## src/sv/rbd_queue.sv

```systemverilog
// ----------------------------------------------------------------------------
// rbd_queue
// Four-entry register FIFO between the front and the back.
// ----------------------------------------------------------------------------
module rbd_queue #(
	parameter int W = 8
) (
	input  logic         clk,
	input  logic         arst_n,
	input  logic         push,
	input  logic [W-1:0] push_data,
	output logic         full,
	input  logic         pop,
	output logic         head_valid,
	output logic [W-1:0] head_data
);

	localparam int DEPTH = 4;
	localparam int PW    = $clog2(DEPTH);

	logic [W-1:0]  entry_q [DEPTH];
	logic [PW-1:0] wr_ptr_q;
	logic [PW-1:0] rd_ptr_q;
	logic [PW:0]   count_q;

	assign full       = (count_q == (PW+1)'(DEPTH));
	assign head_valid = (count_q != '0);
	assign head_data  = entry_q[rd_ptr_q];

	// Store pushed entries
	always_ff @(posedge clk) begin
		if (push) begin
			entry_q[wr_ptr_q] <= push_data;
		end
	end

	// Advance pointers and fill count
	always_ff @(posedge clk or negedge arst_n) begin
		if (!arst_n) begin
			wr_ptr_q <= '0;
			rd_ptr_q <= '0;
			count_q  <= '0;
		end else begin
			if (push) begin
				wr_ptr_q <= wr_ptr_q + PW'(1);
			end
			if (pop) begin
				rd_ptr_q <= rd_ptr_q + PW'(1);
			end
			case ({push, pop})
				2'b10:   count_q <= count_q + (PW+1)'(1);
				2'b01:   count_q <= count_q - (PW+1)'(1);
				default: count_q <= count_q;
			endcase
		end
	end

endmodule

```

## config.mk

```make
export PLATFORM = sky130hd
export DESIGN_NAME = rbd_queue
export DESIGN_NICKNAME = d
export VERILOG_FILES = /design/src/sv/rbd_queue.sv
export SDC_FILE = /design/constraint.sdc
export NUM_CORES = 1
export LEC_CHECK = 0
export BUFFER_PORTS_ARGS = -buffer_cell sky130_fd_sc_hd__buf_2
export CAP_MARGIN = 20
export CORE_MARGIN = 10
export CORE_UTILIZATION = 54
export CTS_BUF_LIST = sky130_fd_sc_hd__clkbuf_4
export CTS_CLUSTER_SIZE = 40
export DETAILED_ROUTE_END_ITERATION = 6
export GPL_TIMING_DRIVEN = 0
export PLACE_DENSITY = 0.76
export RECOVER_POWER = 50
export SETUP_SLACK_MARGIN = 0.02
export SYNTH_ARGS = -nofsm -noshare
export SYNTH_HDL_FRONTEND = slang
export SYNTH_SLANG_ARGS = --single-unit
```

## constraint.sdc

```tcl
create_clock -name clk -period 3.7 [get_ports clk]
set_input_delay 0.37 -clock clk [delete_from_list [all_inputs] [get_ports clk]]
set_output_delay 0.37 -clock clk [all_outputs]
set_load 0.005 [all_outputs]
```

Yosys cells after proc, flatten, opt, wreduce, memory -nomap -nowiden
Memory sizes are Yosys's and may differ from the RTL's.
Index checks and enable logic that the tools add are counted.
Cells by class
  equal/unequal tests: 3
  multiplexer cells: 3
  reductions and logical operators: 2
  add/subtract/negate cells: 4
Operators by type and width (count)
  $pmux W3 S2: 1
  $add A2 B1 Y2 const B: 2
  $add A3 B1 Y3 const B: 1
  $eq A3 B3 Y1 const B: 1
  $reduce_bool A3 Y1: 1
  $sub A3 B1 Y3 const B: 1
  $eq A2 B1 Y1 const B: 1
  $eq A2 B2 Y1 const B: 1
  $mux W1: 2
  $reduce_bool A2 Y1: 1
Word-level totals
  memories kept: 1
  register bits: 7
  bits in writable memories: 32
  output and inout bits: 10
  input bits: 12
Memories
  entry_q: words 4, width 8, read ports 1, clocked after Yosys merged registers in 0, write ports 1, RTL line 21  | logic [W-1:0] entry_q [DEPTH];

Longest topological paths before layout
  depth after elaboration: 2
  depth in mapped cells: 6

Worst setup path before layout
No wires, ideal clock.
  path type: input to register
  start: input port push
  end: register count_q[2]
  arrival time: 1319 ps
  data required time: 3575 ps
  path slack: 2256 ps
  cell stages on the path: 6
  cell sequence: inv_1 ha_1 fa_1 xnor2_1 nor2_1 xor2_1
On the way
  longest elaborated chain between the ends: 2
  elaborated cells on any way between the ends: 4
  classes of those cells: 2 x eq/ne; 1 x mux; 1 x reduce/logical
RTL lines
  start: declaration: RTL line 10  | input logic push,
  $eq A2 B1 Y1 / $eq A2 B2 Y1 (equally long branches): RTL line 50  | case ({push, pop})
  $pmux W3 S2 / $reduce_bool A2 Y1 (equally long branches)
  end signal: assignment: RTL line 51  | 2'b10: count_q <= count_q + (PW+1)'(1);
  end signal: assignment: RTL line 52  | 2'b01: count_q <= count_q - (PW+1)'(1);
  end signal: assignment: RTL line 53  | default: count_q <= count_q;
  end: declaration: RTL line 24  | logic [PW:0] count_q;
Parallel ways exist; a longest one is shown, timed or not.
A chain may end at the register's enable or synchronous reset.

Worst setup path in the final report
  start: register rd_ptr_q[0]
  end: output port head_data[5]
On the way
  longest elaborated chain between the ends: 1
RTL lines
  start: declaration: RTL line 23  | logic [PW-1:0] rd_ptr_q;
  start signal: assignment: RTL line 48  | rd_ptr_q <= rd_ptr_q + PW'(1);
  $mem_v2 Z4 W8
  end: declaration: RTL line 15  | output logic [W-1:0] head_data
Every way passes these cells.

==> impl_metrics.env <==
export IMPL_setup_slack_ps=1330
export IMPL_gp_congestion=0.617
export IMPL_io_pins=22
export IMPL_final_common_cell="edfxtp_1"
export IMPL_nFillCells=209
export IMPL_finalCriticalPeriod_ps=2370
export IMPL_slew_viol_final=0
export IMPL_maxSlewHeadroom=0.479
export IMPL_hold_path_depth=2
export IMPL_die_height_um=73.5
export IMPL_stdcell_count=136
export IMPL_drive_gt1_frac=0.267
export IMPL_slowest_delay_ps=600
export IMPL_vias_per_cell=5.40
export IMPL_clock_skew_ps=14.0
export IMPL_startpoint="rd_ptr_q[0]"
export IMPL_synthesis_area_um2=1550
export IMPL_num_vias=734
export IMPL_final_seq_area_um2=1140
export IMPL_hold_start="pop"
export IMPL_initial_core_util=0.560
export IMPL_ys_ff_latch=39
export IMPL_synth_cells=75
export IMPL_cp_required_ps=3330
export IMPL_worst_path_buf_inv=2
export IMPL_tightest_slew_ps=782
export IMPL_place_hpwl_um=1650
export IMPL_die_area_um2=5400
export IMPL_grt_first_pass_wirelength_um=3940
export IMPL_cts_tree="yes"
export IMPL_cts_made_buffers=5
export IMPL_whs_endpoint="rd_ptr_q[0]"
export IMPL_reg2reg_slack_ps=2260
export IMPL_synth_avg_cell_area_um2=20.6
export IMPL_fmax_mhz=422
export IMPL_crit_type="reg2out"
export IMPL_ant_nets=0
export IMPL_wl_per_cell_um=17.1
export IMPL_post_cts_resized=0
export IMPL_power_per_cell_area_nw_per_um2=704
export IMPL_place_inst=127
export IMPL_drtIter0Drc=59
export IMPL_cts_sinks=39
export IMPL_multi_input_area_um2=382
export IMPL_finalCritPeriodShare=0.640
export IMPL_path_max_fanout=10
export IMPL_hp_class="in2reg"
export IMPL_r2r_start="wr_ptr_q[0]"
export IMPL_wirelength_um=2330
export IMPL_grt_antenna_before_repair=0
export IMPL_arrival_ps=2000
export IMPL_hold_violations=0
export IMPL_final_cell_mix="edfxtp_1, buf_2, clkbuf_1"
export IMPL_vdd_drop_max_uv=554
export IMPL_cp_slowest_cell="mux4_2"
export IMPL_area_delta_synth_final_pct=12.1
export IMPL_clk_pin_slew_ps=100
export IMPL_std_cell_rows=19
export IMPL_final_nets=122
export IMPL_syn_nets=93
export IMPL_finish_utilization=0.628
export IMPL_port_buffers=21
export IMPL_drv_cap=0
export IMPL_grt_pass1_vias=802
export IMPL_die_w_um=73.5
export IMPL_grt_max_degree=13
export IMPL_setup_tns_ps=0
export IMPL_drc=0
export IMPL_reg2reg_depth=3
export IMPL_worstSetupEndpointType="output port"
export IMPL_rsz0062_at_grt="no"
export IMPL_yosys_warnings=0
export IMPL_crit_chain="clkbuf_1, mux4_2, buf_2"
export IMPL_start_kind="register"
export IMPL_first_pass_iters=4
export IMPL_ys_types=17
export IMPL_cp_top_family="buffers and inverters"
export IMPL_worstReg2RegEnd="entry_q[2][2]"
export IMPL_run_status="complete, no violations"
export IMPL_p_leak_nw=0.632
export IMPL_cts_root_buf="clkbuf_4"
export IMPL_postCtsSetupBuffers=0
export IMPL_seq_area_frac_synth=0.735
export IMPL_clock_latency_ps=340
export IMPL_diodes=0
export IMPL_htree_levels=2
export IMPL_cts_buffer_depth=2
export IMPL_setup_viol=0
export IMPL_grt_usage=0.0997
export IMPL_dp_slack_ps=2000
export IMPL_core_area_um2=2760
export IMPL_grt_ovfl_total=0
-- cells in the mapped netlist --
cell type,n,share of area
and2_1,4,0.016
mux2_2,1,0.0073
xor2_1,3,0.017
mux4_2,8,0.12
nand2_1,2,0.0049
or3_1,1,0.0041
xnor2_1,3,0.017
edfxtp_1,32,0.62
inv_1,3,0.0073
o21ai_0,1,0.0032
ha_1,5,0.040
nor3b_1,1,0.0049
fa_1,1,0.013
dfrtp_1,7,0.11
buf_6,1,0.0073
buf_2,1,0.0032
nor2_1,1,0.0024
-- how the worst max path moves through the flow --
stage | slack (ps) | depth (start not counted) | endpoint
final | 1330 | 3 | head_data[5]
after floorplan | 2260 | 6 | count_q[2]
after global routing | 1160 | 3 | head_data[7]
after global placement | 2050 | 7 | count_q[2]
after CTS | 1780 | 3 | head_data[3]
after detailed placement | 2000 | 7 | count_q[2]
-- power by group --
group	total (mW)	leakage [nW]	internal, mW	switching (mW)
Clock	0.203	0.0331	0.0787	0.124
Sequential	0.633	0.376	0.588	0.0454
Combinational	0.383	0.223	0.198	0.185
-- worst register-to-register path: cells and delay by family, from the launching register on --
family | cells | cell delay (ps)
fa+ha+maj | 1 | 140
buf+inv | 1 | 100
flops | 1 | 440
simple gates | 1 | 410
-- logic make-up (layout without fill, tap and decap cells) --
kind of cell | count (synthesis) | after routing | synth area share
flip-flops | 39 | 39 | 0.735
multiplexers | 9 | 9 | 0.124
AND/OR/NAND/NOR | 9 | 9 | 0.0324
adder cells (fa/ha/maj) | 6 | 6 | 0.0534
XOR/XNOR | 6 | 6 | 0.0340
buffers and inverters | 5 | 35 | 0.0178
AO/OA/AOI/OAI | 1 | 1 | 0.00324
-- registers in the layout (all words and copies together) (netlist names) --
| signal | flops |
|---|---|
| count_q | 3 |
| rd_ptr_q | 2 |
| wr_ptr_q | 2 |
| entry_q | 32 |
-- stage by stage --
stage	total power, mW	cell area [um2]	hold WS [ps]
3_5_place_dp	1.06	1690	212
2_1_floorplan	0.908	1550	74.4
3_3_place_gp	1.03	1690	207
4_1_cts	1.26	1750	228
6_report	1.22	1730	248
5_1_grt	1.32	1730	220
-- repair_timing --
| item | 4_1_cts | 5_1_grt |
|---|---|---|
| setup endpoints to repair | 0 | 0 |
| endpoints found under the hold margin | 7 | 0 |
| hold buffers | 1 | 0 |
-- metal layers --
layer	track usage	vias to the layer above	part of all wire
met2	0.164	15	0.51
met1	0.108	367	0.42
met4	0.0621	0	0.021
li1	-	345	-
met3	0.0336	7	0.048
met5	0	-	0
-- cell type report --
| class | instances | area share |
|---|---|---|
| Sequential cell | 39 | 0.656 |
| Multi-Input combinational cell | 31 | 0.220 |
| Timing Repair Buffer | 22 | 0.0592 |
| Clock buffer | 6 | 0.0260 |
| Tap cell | 31 | 0.0224 |
| Inverter | 3 | 0.00650 |
| Clock inverter | 2 | 0.00505 |
| Buffer | 2 | 0.00505 |
(Power assumes the default switching activity.)
