## config.mk

```make
export PLATFORM = sky130hd
export DESIGN_NAME = rbd_front
export DESIGN_NICKNAME = d
export VERILOG_FILES = /design/src/sv/rbd_pkg.sv /design/src/sv/rbd_front.sv
export SDC_FILE = /design/constraint.sdc
export NUM_CORES = 1
export LEC_CHECK = 0
export ABC_AREA = 1
export BUFFER_PORTS_ARGS = -buffer_cell sky130_fd_sc_hd__buf_2
export CORE_ASPECT_RATIO = 2
export CORE_MARGIN = 8
export CORE_UTILIZATION = 50
export CTS_CLUSTER_DIAMETER = 150
export CTS_CLUSTER_SIZE = 30
export DETAILED_ROUTE_END_ITERATION = 12
export PLACE_DENSITY = 0.79
export SKIP_CTS_REPAIR_TIMING = 1
export SLEW_MARGIN = 25
export SYNTH_ARGS = -nofsm -noshare
export SYNTH_HDL_FRONTEND = slang
export SYNTH_SLANG_ARGS = --single-unit
```

## constraint.sdc

```tcl
create_clock -name clk -period 3.61 [get_ports clk]
set_input_delay 0 -clock clk [delete_from_list [all_inputs] [get_ports clk]]
set_output_delay 0 -clock clk [all_outputs]
set_load 0.01 [all_outputs]
```

## src/sv/rbd_pkg.sv

```systemverilog
// ----------------------------------------------------------------------------
// rbd_pkg
// Shared types and constants of the RGBA 2x2 box downscaler.
// ----------------------------------------------------------------------------
package rbd_pkg;

	localparam int PIX_W      = 32;
	localparam int CH_W       = 8;
	localparam int NUM_CH     = 4;
	localparam int PSUM_CH_W  = 9;
	localparam int QSUM_CH_W  = 10;
	localparam int PSUM_W     = NUM_CH * PSUM_CH_W;
	localparam int CFG_W      = 13;
	localparam int ROW_W      = 12;
	localparam int MAX_HEIGHT = 4096;

	// Register indexes of the configuration port
	typedef enum logic [0:0] {
		REG_IMAGE_WIDTH  = 1'b0,
		REG_IMAGE_HEIGHT = 1'b1
	} cfg_reg_t;

	// Work handed from the front to the back
	typedef enum logic [1:0] {
		OP_PAIR  = 2'd0,  // emit mean of a pixel pair
		OP_WRITE = 2'd1,  // store pair sum in the line buffer
		OP_QUAD  = 2'd2   // emit mean of stored and new pair sums
	} op_kind_t;

	typedef struct packed {
		op_kind_t          kind;
		logic              last;
		logic [PSUM_W-1:0] sum;
	} op_t;

endpackage

```

## src/sv/rbd_front.sv

```systemverilog
// ----------------------------------------------------------------------------
// rbd_front
// Tracks the pixel position, pairs pixels and classifies the work for each
// pixel pair: emit a pair mean, store a pair sum, or emit a block mean.
// ----------------------------------------------------------------------------
module rbd_front #(
	parameter int MAX_WIDTH = 4096,
	parameter int CW        = 12,
	parameter int EW        = 13,
	parameter int AW        = 11
) (
	input  logic                       clk,
	input  logic                       arst_n,
	input  logic                       cfg_valid,
	output logic                       cfg_ready,
	input  logic [0:0]                 cfg_index,
	input  logic [rbd_pkg::CFG_W-1:0]  cfg_data,
	input  logic                       in_valid,
	output logic                       in_ready,
	input  logic [rbd_pkg::PIX_W-1:0]  in_pixel,
	input  logic                       q_full,
	output logic                       push,
	output rbd_pkg::op_t               push_op,
	output logic [AW-1:0]              push_addr
);

	logic [EW-1:0]                 width_q;
	logic [rbd_pkg::CFG_W-1:0]     height_q;
	logic [CW-1:0]                 col_q;
	logic [rbd_pkg::ROW_W-1:0]     row_q;
	logic [rbd_pkg::PIX_W-1:0]     held_q;

	logic                          in_xfer;
	logic                          cfg_xfer;
	logic [EW-1:0]                 width_even;
	logic [rbd_pkg::CFG_W-1:0]     height_even;
	logic                          w_one;
	logic                          h_one;
	logic                          col_in;
	logic                          row_in;
	logic                          col_end;
	logic                          row_end;
	logic                          used;
	logic                          odd;
	logic [rbd_pkg::CFG_W-1:0]     cfg_nz;
	logic [EW-1:0]                 width_next;
	logic [rbd_pkg::CFG_W-1:0]     height_next;

	assign cfg_ready = 1'b1;
	assign cfg_xfer  = cfg_valid && cfg_ready;
	assign in_ready  = !q_full;
	assign in_xfer   = in_valid && in_ready;

	// Clamp written sizes to their legal ranges
	always_comb begin
		cfg_nz = (cfg_data == '0) ? rbd_pkg::CFG_W'(1) : cfg_data;
		if (32'(cfg_nz) > 32'(MAX_WIDTH)) begin
			width_next = EW'(MAX_WIDTH);
		end else begin
			width_next = EW'(cfg_nz);
		end
		if (32'(cfg_nz) > 32'(rbd_pkg::MAX_HEIGHT)) begin
			height_next = rbd_pkg::CFG_W'(rbd_pkg::MAX_HEIGHT);
		end else begin
			height_next = cfg_nz;
		end
	end

	// Classify the current pixel position
	always_comb begin
		width_even  = {width_q[EW-1:1], 1'b0};
		height_even = {height_q[rbd_pkg::CFG_W-1:1], 1'b0};
		w_one       = (width_q == EW'(1));
		h_one       = (height_q == rbd_pkg::CFG_W'(1));
		col_in      = (EW'(col_q) < width_even);
		row_in      = (rbd_pkg::CFG_W'(row_q) < height_even);
		col_end     = (EW'(col_q) == width_even - EW'(1));
		row_end     = (rbd_pkg::CFG_W'(row_q) == height_even - rbd_pkg::CFG_W'(1));
		used        = 1'b0;
		odd         = 1'b0;
		push_op.kind = rbd_pkg::OP_PAIR;
		push_op.last = 1'b0;
		if (w_one && !h_one) begin
			used         = row_in;
			odd          = row_q[0];
			push_op.last = row_end;
		end else if (h_one && !w_one) begin
			used         = col_in;
			odd          = col_q[0];
			push_op.last = col_end;
		end else if (!w_one && !h_one) begin
			used         = row_in && col_in;
			odd          = col_q[0];
			push_op.kind = row_q[0] ? rbd_pkg::OP_QUAD : rbd_pkg::OP_WRITE;
			push_op.last = row_end && col_end;
		end
		for (int k = 0; k < rbd_pkg::NUM_CH; k++) begin
			push_op.sum[k*rbd_pkg::PSUM_CH_W +: rbd_pkg::PSUM_CH_W] =
				{1'b0, held_q[k*rbd_pkg::CH_W +: rbd_pkg::CH_W]} +
				{1'b0, in_pixel[k*rbd_pkg::CH_W +: rbd_pkg::CH_W]};
		end
		push_addr = AW'(col_q >> 1);
		push      = in_xfer && used && odd;
	end

	// Hold the even pixel of a pair
	always_ff @(posedge clk or negedge arst_n) begin
		if (!arst_n) begin
			held_q <= '0;
		end else if (in_xfer && used && !odd) begin
			held_q <= in_pixel;
		end
	end

	// Update sizes and advance the raster position
	always_ff @(posedge clk or negedge arst_n) begin
		if (!arst_n) begin
			width_q  <= EW'(1);
			height_q <= rbd_pkg::CFG_W'(1);
			col_q    <= '0;
			row_q    <= '0;
		end else if (cfg_xfer) begin
			unique case (rbd_pkg::cfg_reg_t'(cfg_index))
				rbd_pkg::REG_IMAGE_WIDTH:  width_q  <= width_next;
				rbd_pkg::REG_IMAGE_HEIGHT: height_q <= height_next;
				default:                   width_q  <= width_q;
			endcase
			col_q <= '0;
			row_q <= '0;
		end else if (in_xfer) begin
			if (EW'(col_q) + EW'(1) >= width_q) begin
				col_q <= '0;
				if (rbd_pkg::CFG_W'(row_q) + rbd_pkg::CFG_W'(1) >= height_q) begin
					row_q <= '0;
				end else begin
					row_q <= row_q + rbd_pkg::ROW_W'(1);
				end
			end else begin
				col_q <= col_q + CW'(1);
			end
		end
	end

endmodule

```

## Word level (Yosys, flattened, before mapping)

Cells that the tools add are included.

- $add $sub $neg: 10
- Reduce and logical (&&, ||, !) cells: 19
- Bitwise operators: 1
- Multiplexer cells: 21
- Eq/ne operators: 4
- Order comparisons: 5

Operators by type and width:

| operator | count |
|---|---|
| two-way mux 12 bit | 7 |
| adder 8 x 8 -> 9 bit | 4 |
| adder 12 x 1 -> 13 bit (second input constant) | 2 |
| equality test 12 x 13 -> 1 bit | 2 |
| equality test 13 x 1 -> 1 bit (second input constant) | 2 |
| >= comparator 13 bit | 2 |
| < comparator 12 x 13 -> 1 bit | 2 |
| two-way mux 13 bit | 2 |
| subtractor 13 x 1 -> 13 bit (second input constant) | 2 |
| adder 12 x 1 -> 12 bit (second input constant) | 2 |
| greater-than comparator 13 bit (second input constant) | 1 |
| zero test 13 bit | 1 |
| logical AND 1 bit | 9 |
| two-way mux 1 bit | 8 |
| two-way mux 2 bit | 3 |
| AND reduction 2 bit | 3 |
| zero test 1 bit | 4 |
| nonzero test 2 bit | 2 |
| two-way mux 3 bit | 1 |
| inverter 1 bit | 1 |

- Output and inout bits: 53
- Bits of input ports: 51
- Register bits: 82
- Logic and storage cells: 65

## Depth between registers and ports, before layout

- Depth after elaboration: 8
- Gate-level depth with buffers: 16
- Depth with buffers taken out: 15

## Worst setup path after synthesis

OpenSTA, ideal clock, no wires.

- Path type: register -> register
- Start: register col_q[2]
- End: register col_q[2]
- Cell stages (with the launch flop): 17
- Library setup time: 133 ps
- Buffers on the path: 1
- Data required time: 3477 ps
- Clock period less this slack: 2723 ps
- Slack: 887 ps
- Arrival: 2590 ps
- Cells stage by stage: dfrtp_1 > inv_1 > nor3_1 > nand4_1 > nor2_1 > nand2_1 > xor2_1 > ha_1 > nand2_1 > nor2_1 > nand4_1 > o21bai_1 > nand4_1 > inv_1 > clkbuf_1 > nand3_1 > o21ai_0

- Cells in the longest elaborated chain, start to end: 5
- Elaborated cells on any way between the ends: 6

Ends and longest elaborated chain:

| what | line | source |
|---|---|---|
| start: declaration | rbd_front.sv:29 | `logic [CW-1:0] col_q;` |
| start signal: assignment | rbd_front.sv:139 | `col_q <= col_q + CW'(1);` |
| adder 12 x 1 -> 13 bit | rbd_front.sv:131 | `if (EW'(col_q) + EW'(1) >= width_q) begin` |
| >= comparator 13 bit | rbd_front.sv:131 |  |
| two-way mux 12 bit * | rbd_front.sv:131 |  |
| two-way mux 12 bit * | rbd_front.sv:130 | `end else if (in_xfer) begin` |
| two-way mux 12 bit * | rbd_front.sv:122 | `end else if (cfg_xfer) begin` |

Mark *: on every way between the ends. The rest lies on a longest branch, timed or not. The select of a mux whose other input is x is not followed.
A chain may end at the register's enable or synchronous reset.

## Worst setup path in the final report

- Start: register col_q[2]
- End: register row_q[0] (netlist name)

- Cells in the longest elaborated chain, start to end: 4

Ends and longest elaborated chain:

| what | line | source |
|---|---|---|
| adder 12 x 1 -> 13 bit | rbd_front.sv:131 |  |
| >= comparator 13 bit | rbd_front.sv:131 |  |
| nonzero test 2 bit (no line) | -- |  |
| AND reduction 2 bit (no line) | -- |  |
| end signal: assignment | rbd_front.sv:136 | `row_q <= row_q + rbd_pkg::ROW_W'(1);` |
| end: declaration | rbd_front.sv:30 | `logic [rbd_pkg::ROW_W-1:0] row_q;` |

Every way passes these cells.

==> flow_summary.ini <==
[clock_network]
clockBufferDepth = 2
cts_tree = done
cts-root-buf = clkbuf_16
cts_buffers = 9
clock_sinks = 82
htreeDepth = 3
cts.clk_slew.worst_paths_ns = 0.07
clk_latency_ns = 0.35

[worst_setup_path]
reg2reg_depth = 15
cp-start-kind = register
rr_endpoint = row_q[0]
cp.required_ns = 3.85
worstSetupPathDepth = 15
endpoint = row_q[0]
critPathLaunch = col_q[2]
r2r-start = col_q[2]
end_kind = register
slowest_delay_ns = 0.45
path_buf_inv = 1
rrSetupSlack_ns = 0.41
cpMaxStageDelayCell = dfrtp_1
crit_top_cell = nand2_1
path_cells = inv_1 -> nor3_1 -> nand4_1 -> nor2_1 -> nand2_1 -> xor2_1 -> ha_1 -> nand2_1 -> nor2_1 -> nand4_1 -> o21bai_1 -> nand4_1 -> nand2_1 -> nand2_1 -> nand2_1
worstPathArrival_ns = 3.43
cp_max_fo = 12
path_class = register to register
path_delay_family = simple AND/OR/NAND/NOR gates

[sta]
fmax_mhz = 313
worst_clock_skew_ns = 0.0124
hold_viol_final = 6
relSlewSlack = 0.480
fin_crit_sh = 0.886
holdWs_ns = -0.0631
worst_slew_pin_slew_ns = 0.780
grt_setup_unrepaired = false
fin_crit_ns = 3.20
setup-tns-final_ns = 0
finalSetupViolCount = 0
slew_viol_final = 0

[outcome]
status = finished, violations left
violations = hold timing

[drt]
viasPerCell = 5.47
wl_per_cell_microns = 15.2
vias = 7202
first_pass_iters = 5
drcViolationCount = 0
drt_iter0_drc = 520
ant_nets = 0
drt_wl_total_microns = 20100

[placed_design]
place_area_sq_um = 7760
place_congestion = 0.892
io_buffers = 102
placed_cells = 1258
hpwlAfterDp_microns = 14800

[floorplan]
die_h_microns = 186
die_area_sq_um = 18700
num_rows = 62
coreArea_sq_um = 14200
die_w_microns = 101
start_util = 0.507
ios = 104

[synthesis]
async_flop_share = 1.00
synthTopCellsByArea = dfrtp_1 (28%), ha_1 (15%), nand2_1 (13%), inv_1 (6.4%), nand3_1 (6.1%)
ys_types = 38
ys_warn_count = 0
ys_seq_area_frac = 0.285
synth_fp_nets = 1135
syn-cell-area_sq_um = 7200
yosysTopAreaCell = dfrtp_1
ys_ff_latch = 82
syn-instance-count = 996
synth_top_area_frac = 0.278
synth_edf_count = 0
syn_avg_cell_area_sq_um = 7.23
ys.flop_type = dfrtp_1

[global_route]
antenna_found_initial = 0
grt_pass1_wl_microns = 31800
overflow = 0
grt_usage = 0.210
grt_pass1_vias = 6789
grt_max_degree = 83

[finish]
multiInputGateArea_sq_um = 4460
register_area_sq_um = 2050
finalNonFillerCells = 1316
drive_gt1_frac = 0.128
n_fill_cell = 1272
areaGrowthSynthToFinish_pct = 17.7
final_area_sq_um = 8480
diodes = 0
final_nets = 1258
layout.cells.most_common = nand2_1
layout_common_cells = nand2_1 (254), inv_1 (122), buf_2 (101)

[pwr]
vdd_drop_max_mv = 0.268
total_power_mw = 3.84
leakage_nw = 4.60
p_per_area_nw_per_um2 = 453

[run]
maxCapViolCount = 0

[worst_hold_path]
min-delay-path-class = input pin to register
==> per-layer routing <==
layer / vias up / GRT usage / share of wire
li1: 3544 / - / -
met1: 3349 / 0.257 / 0.42
met2: 271 / 0.354 / 0.50
met3: 38 / 0.0363 / 0.063
met4: 0 / 0.0823 / 0.022
met5: - / 0 / 0
==> worst min-delay path by stage <==
| stage | startpoint | to | slack (ns) | depth (start not counted) |
|---|---|---|---|---|
| CTS | arst_n | held_q[6] | -0.10 | 1 |
| global placement | q_full | in_ready | 0.24 | 3 |
| floorplan | arst_n | col_q[0] | -0.30 | 0 |
| global route | cfg_data[10] | width_q[10] | 0.01 | 3 |
| detailed placement | q_full | in_ready | 0.25 | 3 |
| finish | cfg_data[10] | width_q[10] | -0.06 | 3 |
==> through the flow <==
step / utilization / setup slack (ns)
after floorplan: - / 0.887
after global placement: 0.547 / 0.581
after detailed placement: 0.547 / 0.387
after CTS: 0.567 / 0.367
after global routing: 0.597 / 0.0377
final: 0.597 / 0.413
==> synthesized netlist by cell type, types with 2 or more instances <==
library cell and count:
nand3_1 88, buf_4 16, o211ai_1 4, o21bai_1 7
nand2_1 254, clkbuf_1 13, nand2_2 4, xor2_1 37
dfstp_2 2, buf_6 3, o22ai_1 6, nor2_2 4
o21ai_0 47, inv_1 122, a21oi_1 57, nand4_1 52
nor3_1 11, nor2_1 62, xnor2_1 12, fa_1 4
ha_1 84, nor2_4 3, buf_2 6, dfrtp_1 80
nor4_1 4, nand3b_1 2
==> worst min-delay path, delay by kind of cell <==
kind / cells / cell delay (ns)
buf+inv: 1 / 0.11
simple gates: 1 / 0.07
compound gates: 1 / 0.07
==> sequential cells by signal, summed over array words and instances (netlist names) <==
register / cells
height_q: 13
width_q: 13
held_q: 32
col_q: 12
row_q: 12
==> cell type report <==
class	count	share of cell area
Clock inverter	7	0.00635
Tap cell	192	0.0283
Inverter	124	0.0549
Timing Repair Buffer	150	0.116
Multi-Input combinational cell	752	0.526
Sequential cell	82	0.242
Clock buffer	9	0.0266
==> where the power goes <==
part / internal, mW / switching, mW / total, mW
Clock: 0.471 / 0.407 / 0.878
Sequential: 1.07 / 0.108 / 1.17
Combinational: 0.709 / 1.08 / 1.79
Total: 2.25 / 1.59 / 3.84
==> cells by family after synthesis <==
kind of cell,share of synthesized area
xor gates and xnor gates,0.0627
adders and majority gates,0.157
other,0.000521
and+or+nand+nor,0.305
DFF,0.285
AOI/OAI and AO/OA,0.0923
buffers and inverters,0.0970
Power figures use the tool's default switching activity.
